File: config.mk
export PLATFORM = sky130hd
export DESIGN_NAME = analog_stick_autocalibrate_top
export DESIGN_NICKNAME = d
export VERILOG_FILES = /design/src/sv/asac_pkg.sv /design/src/sv/asac_fifo.sv /design/src/sv/asac_front.sv /design/src/sv/asac_back.sv /design/src/sv/analog_stick_autocalibrate_top.sv
export SDC_FILE = /design/constraint.sdc
export NUM_CORES = 1
export LEC_CHECK = 0
export BUFFER_PORTS_ARGS = -buffer_cell sky130_fd_sc_hd__clkbuf_2
export CAP_MARGIN = 20
export CORE_MARGIN = 2
export CORE_UTILIZATION = 35
export CTS_BUF_LIST = sky130_fd_sc_hd__clkbuf_8 sky130_fd_sc_hd__clkbuf_16
export CTS_CLUSTER_DIAMETER = 100
export CTS_CLUSTER_SIZE = 28
export DETAILED_ROUTE_END_ITERATION = 7
export PLACE_DENSITY = 0.56
export SYNTH_ARGS = -nofsm -noshare
export SYNTH_HDL_FRONTEND = slang
export SYNTH_SLANG_ARGS = --single-unit
File: constraint.sdc
create_clock -name i_clk -period 6.4 [get_ports i_clk]
set_input_delay 0.64 -clock i_clk [delete_from_list [all_inputs] [get_ports i_clk]]
set_output_delay 0.64 -clock i_clk [all_outputs]
set_load 0.005 [all_outputs]
File: src/sv/asac_pkg.sv
// ----------------------------------------------------------------------------
// asac_pkg
// Shared types and constants of the analog stick auto-calibrating scaler.
// ----------------------------------------------------------------------------
`default_nettype none

package asac_pkg;

    // number of joystick ports and the width of a port number
    localparam int NUM_PORTS = 2;
    localparam int PORT_W    = 1;
    localparam logic [PORT_W:0] PORT_LIMIT = (PORT_W + 1)'(NUM_PORTS);

    // configuration port
    localparam int CFG_IDX_W = 2;
    localparam int CFG_W     = NUM_PORTS;

    // job queue between front and back, depth a power of two
    localparam int FIFO_DEPTH = 2;
    localparam int FIFO_PTR_W = 1;

    // axis value for a zero span
    localparam logic [7:0] AXIS_MID = 8'd128;

    // divider steps, one quotient bit each
    localparam int DIV_STEPS = 8;
    localparam int DIV_CNT_W = 3;

    typedef enum logic [CFG_IDX_W-1:0] {
        CFG_PORT_ENABLE = 2'd0,
        CFG_SWAP_XY     = 2'd1,
        CFG_INVERT_X    = 2'd2,
        CFG_INVERT_Y    = 2'd3
    } t_cfg_idx;

    typedef enum logic [1:0] {
        ST_IDLE,
        ST_DIV,
        ST_DONE
    } t_back_state;

    // input word
    typedef struct packed {
        logic [PORT_W-1:0] port;
        logic [15:0]       pot_word;
        logic [15:0]       joy_word;
    } t_in_word;

    // result word
    typedef struct packed {
        logic [PORT_W-1:0] out_port;
        logic [7:0]        axis_x;
        logic [7:0]        axis_y;
        logic [1:0]        buttons;
        logic              valid_res;
    } t_out_word;

    // classified sample handed from front to back
    typedef struct packed {
        logic [PORT_W-1:0] port;
        logic [7:0]        vx;
        logic [7:0]        vy;
        logic [7:0]        min_x;
        logic [7:0]        max_x;
        logic [7:0]        min_y;
        logic [7:0]        max_y;
        logic [1:0]        buttons;
        logic              inv_x;
        logic              inv_y;
        logic              calib;
    } t_job;

    // queue status seen by a consumer
    typedef struct packed {
        logic empty;
        t_job head;
    } t_q_status;

endpackage

`default_nettype wire

File: src/sv/asac_fifo.sv
// ----------------------------------------------------------------------------
// asac_fifo
// Short job queue between the sample front end and the scaling back end.
// ----------------------------------------------------------------------------
`default_nettype none

module asac_fifo
    import asac_pkg::*;
(
    input  wire logic      i_clk,
    input  wire logic      i_rst_n,
    input  wire logic      i_push,
    input  wire t_job      i_job,
    input  wire logic      i_pop,
    output logic           o_full,
    output t_q_status      o_status
);

    t_job                  r_mem [FIFO_DEPTH];
    logic [FIFO_PTR_W-1:0] r_wr_ptr;
    logic [FIFO_PTR_W-1:0] r_rd_ptr;
    logic [FIFO_PTR_W:0]   r_count;

    logic do_push;
    logic do_pop;

    assign o_full          = (r_count == (FIFO_PTR_W + 1)'(FIFO_DEPTH));
    assign o_status.empty  = (r_count == '0);
    assign o_status.head   = r_mem[r_rd_ptr];

    assign do_push = i_push && !o_full;
    assign do_pop  = i_pop && !o_status.empty;

    // pointers and fill count, pointers wrap on their own width
    always_ff @(posedge i_clk) begin
        if (!i_rst_n) begin
            r_wr_ptr <= '0;
            r_rd_ptr <= '0;
            r_count  <= '0;
        end else begin
            if (do_push) begin
                r_wr_ptr <= r_wr_ptr + 1'b1;
            end
            if (do_pop) begin
                r_rd_ptr <= r_rd_ptr + 1'b1;
            end
            if (do_push && !do_pop) begin
                r_count <= r_count + 1'b1;
            end else if (!do_push && do_pop) begin
                r_count <= r_count - 1'b1;
            end
        end
    end

    // entry storage
    always_ff @(posedge i_clk) begin
        if (do_push) begin
            r_mem[r_wr_ptr] <= i_job;
        end
    end

endmodule

`default_nettype wire

File: src/sv/asac_front.sv
// ----------------------------------------------------------------------------
// asac_front
// Accepts samples, applies port enable and swap, widens the per-port
// min/max and queues a classified job for the scaler.
// ----------------------------------------------------------------------------
`default_nettype none

module asac_front
    import asac_pkg::*;
(
    input  wire logic                 i_clk,
    input  wire logic                 i_rst_n,
    input  wire logic                 i_push,
    input  wire t_in_word             i_in,
    input  wire logic                 i_cfg_we,
    input  wire logic [CFG_IDX_W-1:0] i_cfg_idx,
    input  wire logic [CFG_W-1:0]     i_cfg_wdata,
    input  wire logic                 i_q_full,
    output logic                      o_q_push,
    output t_job                      o_job
);

    logic [CFG_W-1:0] r_port_en;
    logic [CFG_W-1:0] r_swap;
    logic [CFG_W-1:0] r_inv_x;
    logic [CFG_W-1:0] r_inv_y;

    logic [7:0] r_min_x [NUM_PORTS];
    logic [7:0] r_max_x [NUM_PORTS];
    logic [7:0] r_min_y [NUM_PORTS];
    logic [7:0] r_max_y [NUM_PORTS];

    logic [7:0] n_min_x, n_max_x, n_min_y, n_max_y;
    logic [7:0] vx, vy;
    logic       b1, b2;
    logic       port_ok;
    logic       accept;

    // configuration registers
    always_ff @(posedge i_clk) begin
        if (!i_rst_n) begin
            r_port_en <= '0;
            r_swap    <= '0;
            r_inv_x   <= '0;
            r_inv_y   <= '0;
        end else if (i_cfg_we) begin
            unique case (t_cfg_idx'(i_cfg_idx))
                CFG_PORT_ENABLE: r_port_en <= i_cfg_wdata;
                CFG_SWAP_XY:     r_swap    <= i_cfg_wdata;
                CFG_INVERT_X:    r_inv_x   <= i_cfg_wdata;
                CFG_INVERT_Y:    r_inv_y   <= i_cfg_wdata;
                default: ;
            endcase
        end
    end

    // classify the sample
    always_comb begin
        accept  = i_push && !i_q_full;
        port_ok = ({1'b0, i_in.port} < PORT_LIMIT);
        vx      = i_in.pot_word[7:0];
        vy      = i_in.pot_word[15:8];
        b1      = i_in.joy_word[1];
        b2      = i_in.joy_word[9];
        if (r_swap[i_in.port]) begin
            vx = i_in.pot_word[15:8];
            vy = i_in.pot_word[7:0];
            b1 = i_in.joy_word[9];
            b2 = i_in.joy_word[1];
        end

        // widened bounds
        n_min_x = (vx < r_min_x[i_in.port]) ? vx : r_min_x[i_in.port];
        n_max_x = (vx > r_max_x[i_in.port]) ? vx : r_max_x[i_in.port];
        n_min_y = (vy < r_min_y[i_in.port]) ? vy : r_min_y[i_in.port];
        n_max_y = (vy > r_max_y[i_in.port]) ? vy : r_max_y[i_in.port];

        o_q_push = accept && port_ok && r_port_en[i_in.port];

        o_job.port    = i_in.port;
        o_job.vx      = vx;
        o_job.vy      = vy;
        o_job.min_x   = n_min_x;
        o_job.max_x   = n_max_x;
        o_job.min_y   = n_min_y;
        o_job.max_y   = n_max_y;
        o_job.buttons = {b2, b1};
        o_job.inv_x   = r_inv_x[i_in.port];
        o_job.inv_y   = r_inv_y[i_in.port];
        o_job.calib   = (n_max_x > n_min_x) || (n_max_y > n_min_y);
    end

    // per-port running bounds
    always_ff @(posedge i_clk) begin
        if (!i_rst_n) begin
            for (int p = 0; p < NUM_PORTS; p++) begin
                r_min_x[p] <= 8'hff;
                r_max_x[p] <= 8'h00;
                r_min_y[p] <= 8'hff;
                r_max_y[p] <= 8'h00;
            end
        end else if (o_q_push) begin
            r_min_x[i_in.port] <= n_min_x;
            r_max_x[i_in.port] <= n_max_x;
            r_min_y[i_in.port] <= n_min_y;
            r_max_y[i_in.port] <= n_max_y;
        end
    end

endmodule

`default_nettype wire

File: src/sv/asac_back.sv
// ----------------------------------------------------------------------------
// asac_back
// Scales both axes of calibrated jobs with two radix-2 restoring dividers
// side by side, then loads the result into a one-word output register.
// ----------------------------------------------------------------------------
`default_nettype none

module asac_back
    import asac_pkg::*;
(
    input  wire logic      i_clk,
    input  wire logic      i_rst_n,
    input  wire t_q_status i_q,
    output logic           o_q_pop,
    input  wire logic      i_pop,
    output logic           o_empty,
    output t_out_word      o_out
);

    t_back_state           r_state, n_state;
    logic [DIV_CNT_W-1:0]  r_cnt;
    t_job                  r_job;
    logic [7:0]            r_rem_x, r_rem_y;
    logic [7:0]            r_low_x, r_low_y;
    logic [7:0]            r_quo_x, r_quo_y;
    logic                  r_out_full;
    t_out_word             r_out;

    logic [7:0]  dx, dy;
    logic [15:0] num_x, num_y;
    logic [8:0]  trial_x, trial_y;
    logic [7:0]  span_x, span_y;
    logic        ge_x, ge_y;
    logic        load;
    logic        finish;
    t_out_word   res;

    assign o_empty = !r_out_full;
    assign o_out   = r_out;

    // numerators (v - min) * 255, from the queue head
    always_comb begin
        dx    = i_q.head.vx - i_q.head.min_x;
        dy    = i_q.head.vy - i_q.head.min_y;
        num_x = {dx, 8'h00} - {8'h00, dx};
        num_y = {dy, 8'h00} - {8'h00, dy};
    end

    // one divider step per lane
    always_comb begin
        span_x  = r_job.max_x - r_job.min_x;
        span_y  = r_job.max_y - r_job.min_y;
        trial_x = {r_rem_x, r_low_x[7]};
        trial_y = {r_rem_y, r_low_y[7]};
        ge_x    = (trial_x >= {1'b0, span_x});
        ge_y    = (trial_y >= {1'b0, span_y});
    end

    // result formatting
    always_comb begin
        res.out_port = r_job.port;
        res.axis_x   = '0;
        res.axis_y   = '0;
        res.buttons  = '0;
        res.valid_res = 1'b0;
        if (r_job.calib) begin
            res.axis_x = (r_job.max_x <= r_job.min_x) ? AXIS_MID :
                         (r_job.inv_x ? ~r_quo_x : r_quo_x);
            res.axis_y = (r_job.max_y <= r_job.min_y) ? AXIS_MID :
                         (r_job.inv_y ? ~r_quo_y : r_quo_y);
            res.buttons   = r_job.buttons;
            res.valid_res = 1'b1;
        end
    end

    // sequencer
    always_comb begin
        n_state = r_state;
        load    = 1'b0;
        finish  = 1'b0;
        o_q_pop = 1'b0;
        unique case (r_state)
            ST_IDLE: begin
                if (!i_q.empty) begin
                    o_q_pop = 1'b1;
                    load    = 1'b1;
                    n_state = i_q.head.calib ? ST_DIV : ST_DONE;
                end
            end
            ST_DIV: begin
                if (r_cnt == DIV_CNT_W'(DIV_STEPS - 1)) begin
                    n_state = ST_DONE;
                end
            end
            ST_DONE: begin
                if (!r_out_full || i_pop) begin
                    finish  = 1'b1;
                    n_state = ST_IDLE;
                end
            end
            default: n_state = ST_IDLE;
        endcase
    end

    always_ff @(posedge i_clk) begin
        if (!i_rst_n) begin
            r_state <= ST_IDLE;
        end else begin
            r_state <= n_state;
        end
    end

    // divider datapath, numerator top byte is below the span
    always_ff @(posedge i_clk) begin
        if (!i_rst_n) begin
            r_cnt <= '0;
        end else if (load) begin
            r_cnt <= '0;
        end else if (r_state == ST_DIV) begin
            r_cnt <= r_cnt + 1'b1;
        end
    end

    always_ff @(posedge i_clk) begin
        if (load) begin
            r_job   <= i_q.head;
            r_rem_x <= num_x[15:8];
            r_low_x <= num_x[7:0];
            r_rem_y <= num_y[15:8];
            r_low_y <= num_y[7:0];
            r_quo_x <= '0;
            r_quo_y <= '0;
        end else if (r_state == ST_DIV) begin
            r_rem_x <= ge_x ? 8'(trial_x - {1'b0, span_x}) : trial_x[7:0];
            r_rem_y <= ge_y ? 8'(trial_y - {1'b0, span_y}) : trial_y[7:0];
            r_low_x <= {r_low_x[6:0], 1'b0};
            r_low_y <= {r_low_y[6:0], 1'b0};
            r_quo_x <= {r_quo_x[6:0], ge_x};
            r_quo_y <= {r_quo_y[6:0], ge_y};
        end
    end

    // output register
    always_ff @(posedge i_clk) begin
        if (!i_rst_n) begin
            r_out_full <= 1'b0;
        end else if (finish) begin
            r_out_full <= 1'b1;
        end else if (i_pop) begin
            r_out_full <= 1'b0;
        end
    end

    always_ff @(posedge i_clk) begin
        if (finish) begin
            r_out <= res;
        end
    end

endmodule

`default_nettype wire

File: src/sv/analog_stick_autocalibrate_top.sv
// ----------------------------------------------------------------------------
// analog_stick_autocalibrate_top
// Jobs with calibrated bounds pass through the 8-step divider in the back end,
// other jobs skip it; the back end scales one word at a time.
// The front end takes a word every cycle until the 2-entry job queue fills.
// Reset: synchronous active low; bounds go to min 255 / max 0, all config 0.
// ----------------------------------------------------------------------------
`default_nettype none

module analog_stick_autocalibrate_top
    import asac_pkg::*;
(
    input  wire logic                 i_clk,
    input  wire logic                 i_rst_n,
    input  wire logic                 push,
    output logic                      full,
    input  wire t_in_word             i_in,
    input  wire logic                 pop,
    output logic                      empty,
    output t_out_word                 o_out,
    input  wire logic                 i_cfg_we,
    input  wire logic [CFG_IDX_W-1:0] i_cfg_idx,
    input  wire logic [CFG_W-1:0]     i_cfg_wdata
);

    logic      q_push;
    logic      q_pop;
    t_job      job;
    t_q_status q_status;

    // sample classification and bounds
    asac_front u_front (
        .i_clk       (i_clk),
        .i_rst_n     (i_rst_n),
        .i_push      (push),
        .i_in        (i_in),
        .i_cfg_we    (i_cfg_we),
        .i_cfg_idx   (i_cfg_idx),
        .i_cfg_wdata (i_cfg_wdata),
        .i_q_full    (full),
        .o_q_push    (q_push),
        .o_job       (job)
    );

    // job queue
    asac_fifo u_fifo (
        .i_clk    (i_clk),
        .i_rst_n  (i_rst_n),
        .i_push   (q_push),
        .i_job    (job),
        .i_pop    (q_pop),
        .o_full   (full),
        .o_status (q_status)
    );

    // scaling and result register
    asac_back u_back (
        .i_clk   (i_clk),
        .i_rst_n (i_rst_n),
        .i_q     (q_status),
        .o_q_pop (q_pop),
        .i_pop   (pop),
        .o_empty (empty),
        .o_out   (o_out)
    );

endmodule

`default_nettype wire
==> run_results.csv <==
group,metric,value,unit
global_route,grt_pass1_wl,52.1,mm
sta,setup_viol_count_final,0,
yosys,synth_top_area_cell,"edfxtp_1",
global_route,grt_antenna_before_repair,0,
yosys,synthSimpleGateAreaFrac,9.32,%
power,leakagePower,6.49,nW
clocking,postCtsSetupRepairBufs,0,
sta,final_hold_viol_count,0,
die,chipWidth,215,µm
clocking,clk_pin_slew_worst_paths,110,ps
global_route,grt_max_degree,56,
placement,io_buffers,49,
drt,via_per_inst,4.92,
layout,fin_nets,1485,
die,die-area,46400,µm²
yosys,synthMostInstantiatedCell,"edfxtp_1",
worst_setup_path,endpoint_kind,"flop",
yosys,ys_seq_area_share,54.8,%
sta,period_needed,5030,ps
clocking,htree_levels,1,
drt,wl_per_cell,16.3,µm
global_route,grt.overflow.total,0,
sta,setup-tns-final,0,ps
layout,drive_above_1_share,13.9,%
clocking,cts_tree,"done",
power,pwr_density_cell,449,nW/µm²
yosys,synth-compound-area-share,9.19,%
sta,slew_headroom,39.7,%
clocking,hold_buffers,0,
job,maxCapViolations,0,
yosys,ys_types,72,
yosys,muxShareOfSynthArea,10.9,%
worst_hold_path,hp-class,"flop to flop",
drt,routed_wl,31.7,mm
die,chipHeight,215,µm
power,vdd_drop_max,0.000260,V
drt,first_iter_violations,703,
clocking,clock-root-buffer,"clkbuf_16",
sta,slew_viol_final,0,
yosys,synth_top_area_share,50.3,%
yosys,synth_xor_area_share,3.47,%
clocking,cts_buffers,15,
yosys,synth_edf_count,262,
sta,hold_ws,432,ps
yosys,syn_avg_cell_area,12.0,µm²
worst_setup_path,cp.required,6630,ps
worst_setup_path,cp_max_fo,9,
yosys,synth-seq-cells,297,
drt,drt_pre_antenna_iters,5,
worst_setup_path,critPathArrivalTime,5260,ps
layout,area_delta_synth_final,8.93,%
drt,drc,0,
clocking,cts-resized-gates,0,
yosys,netlist_top_cells_area,"edfxtp_1, ha_1, mux2i_1",
worst_setup_path,path_class,"flop to flop",
run_status,status,"complete, no violations",
placement,place_hpwl,23.4,mm
sta,fmax,199,MHz
yosys,synth_top_flop_cell,"edfxtp_1",
yosys,synth-async-reset-ratio,0,%
sta,worst_pin_slew,901,ps
sta,fin_worst_skew,30.9,ps
die,core,44100,µm²
die,start_util,35.5,%
layout,fillerInstances,4341,
yosys,synth_top_family_by_area,"multiplexers",
worst_setup_path,start_kind,"flop",
clocking,cts.path.max_buffers,3,
yosys,netlist_instances,1301,
drt,drtAntennaViolNets,0,
power,total_power,7.65,mW
yosys,syn-cell-area,15600,µm²
clocking,clk_latency,530,ps
global_route,track_usage,13.7,%
placement,gp_congestion,0.806,
yosys,yosysWarnings,0,
yosys,syn_nets,1445,
die,num_rows,77,
drt,via_count,9546,
global_route,grt_pass1_vias,9689,
yosys,synth_common_cells,"edfxtp_1, nand2_1, inv_1, ha_1",
yosys,synthAdderAreaFrac,8.52,%
sta,rsz0062_at_grt,"no",
layout,n_antenna_cell,0,
sta,min_period_over_period,78.5,%
clocking,clock-sinks,297,
die,ios,64,
per-stage QoR:
step	instances	utilization (%)	setup slack (ps)	instance area (µm²)
floorplan	1301	-	1220	15600
global placement	1915	37.6	810	16600
detailed placement	1915	37.6	766	16600
CTS	1939	38.6	1280	17000
global route	1940	38.6	1000	17000
finish	1940	38.6	1370	17000
per-layer routing:
metal	global-route usage [%]	share of wire (%)
met1	19.1	48
met2	23.3	47
met3	1.28	2.7
met4	3.10	1.8
met5	0	0
worst max-delay path, stage by stage (launching register included):
cell and delay [ps]:
dfxtp_1 350, mux2i_4 460, buf_4 270, mux2i_1 400, inv_1 180, ha_1 310, nand2_1 50, nor2_1 110
o21ai_0 140, o211a_1 240, o21ai_2 390, mux2_2 420, inv_1 120, ha_1 260, nor2b_1 140, o21ai_0 130
nand2b_1 70, a21oi_1 200, o21ai_0 90, o21ai_0 180, o21ai_0 220
cells by family after synthesis:
family,Yosys count
xor gates and xnor gates,62
muxes,158
DFF,297
AOI/OAI and AO/OA,217
and+or+nand+nor,311
adders and majority gates,103
buffers and inverters,153
flip-flops by register name (all words and copies together) (netlist names), 16 cells and up, named ones only:
| name | cells |
|---|---|
| u_back.r_job | 38 |
| u_front.r_max_y | 16 |
| u_front.r_max_x | 16 |
| u_front.r_min_y | 16 |
| u_back.o_out | 20 |
| u_front.r_min_x | 16 |
| u_fifo.r_mem | 108 |
cell type report:
type | instances | area (µm²) | share of cell area, %
flip-flops and latches | 297 | 8570 | 50.3
clock inverters | 9 | 70.1 | 0.411
repair buffers | 64 | 358 | 2.10
clock buffers | 15 | 375 | 2.20
multi-input cells | 851 | 6510 | 38.2
well taps | 592 | 741 | 4.35
inverters | 112 | 420 | 2.47
path summary, 6_finish.rpt:
path	cells past startpoint	slack, ps	startpoint	endpoint
max	20	1370	u_front.r_swap[0]	u_fifo.r_mem[1][0]
min reg2reg	0	430	u_back.r_job[53]	u_back.o_out[19]
min	0	430	u_back.r_job[53]	u_back.o_out[19]
max reg2reg	20	1370	u_front.r_swap[0]	u_fifo.r_mem[1][0]
layout by cell type, fill, tap and decap left out, drive strengths merged, types with 5 or more instances in the layout:
master and count:
o21a 10, nor2 80, edfxtp 262, a21oi 34, or3 8, or2 5
a21boi 5, a21o 17, ha 96, dfxtp 35, clkbuf 64, o211ai 7
o21ai 79, mux2 77, nand2 112, nand2b 13, xnor2 46, nor2b 25
inv 121, nor4 5, fa 6, xor2 16, buf 15, nor3 11
mux2i 81, a211oi 20, nand4 14, nand3 18, and2 8
power by group:
group | internal, mW | switching [mW]
sequential | 2.63 | 0.172
clock | 0.451 | 0.630
combinational | 1.62 | 2.14
total | 4.70 | 2.94
(Power assumes the default switching activity.)
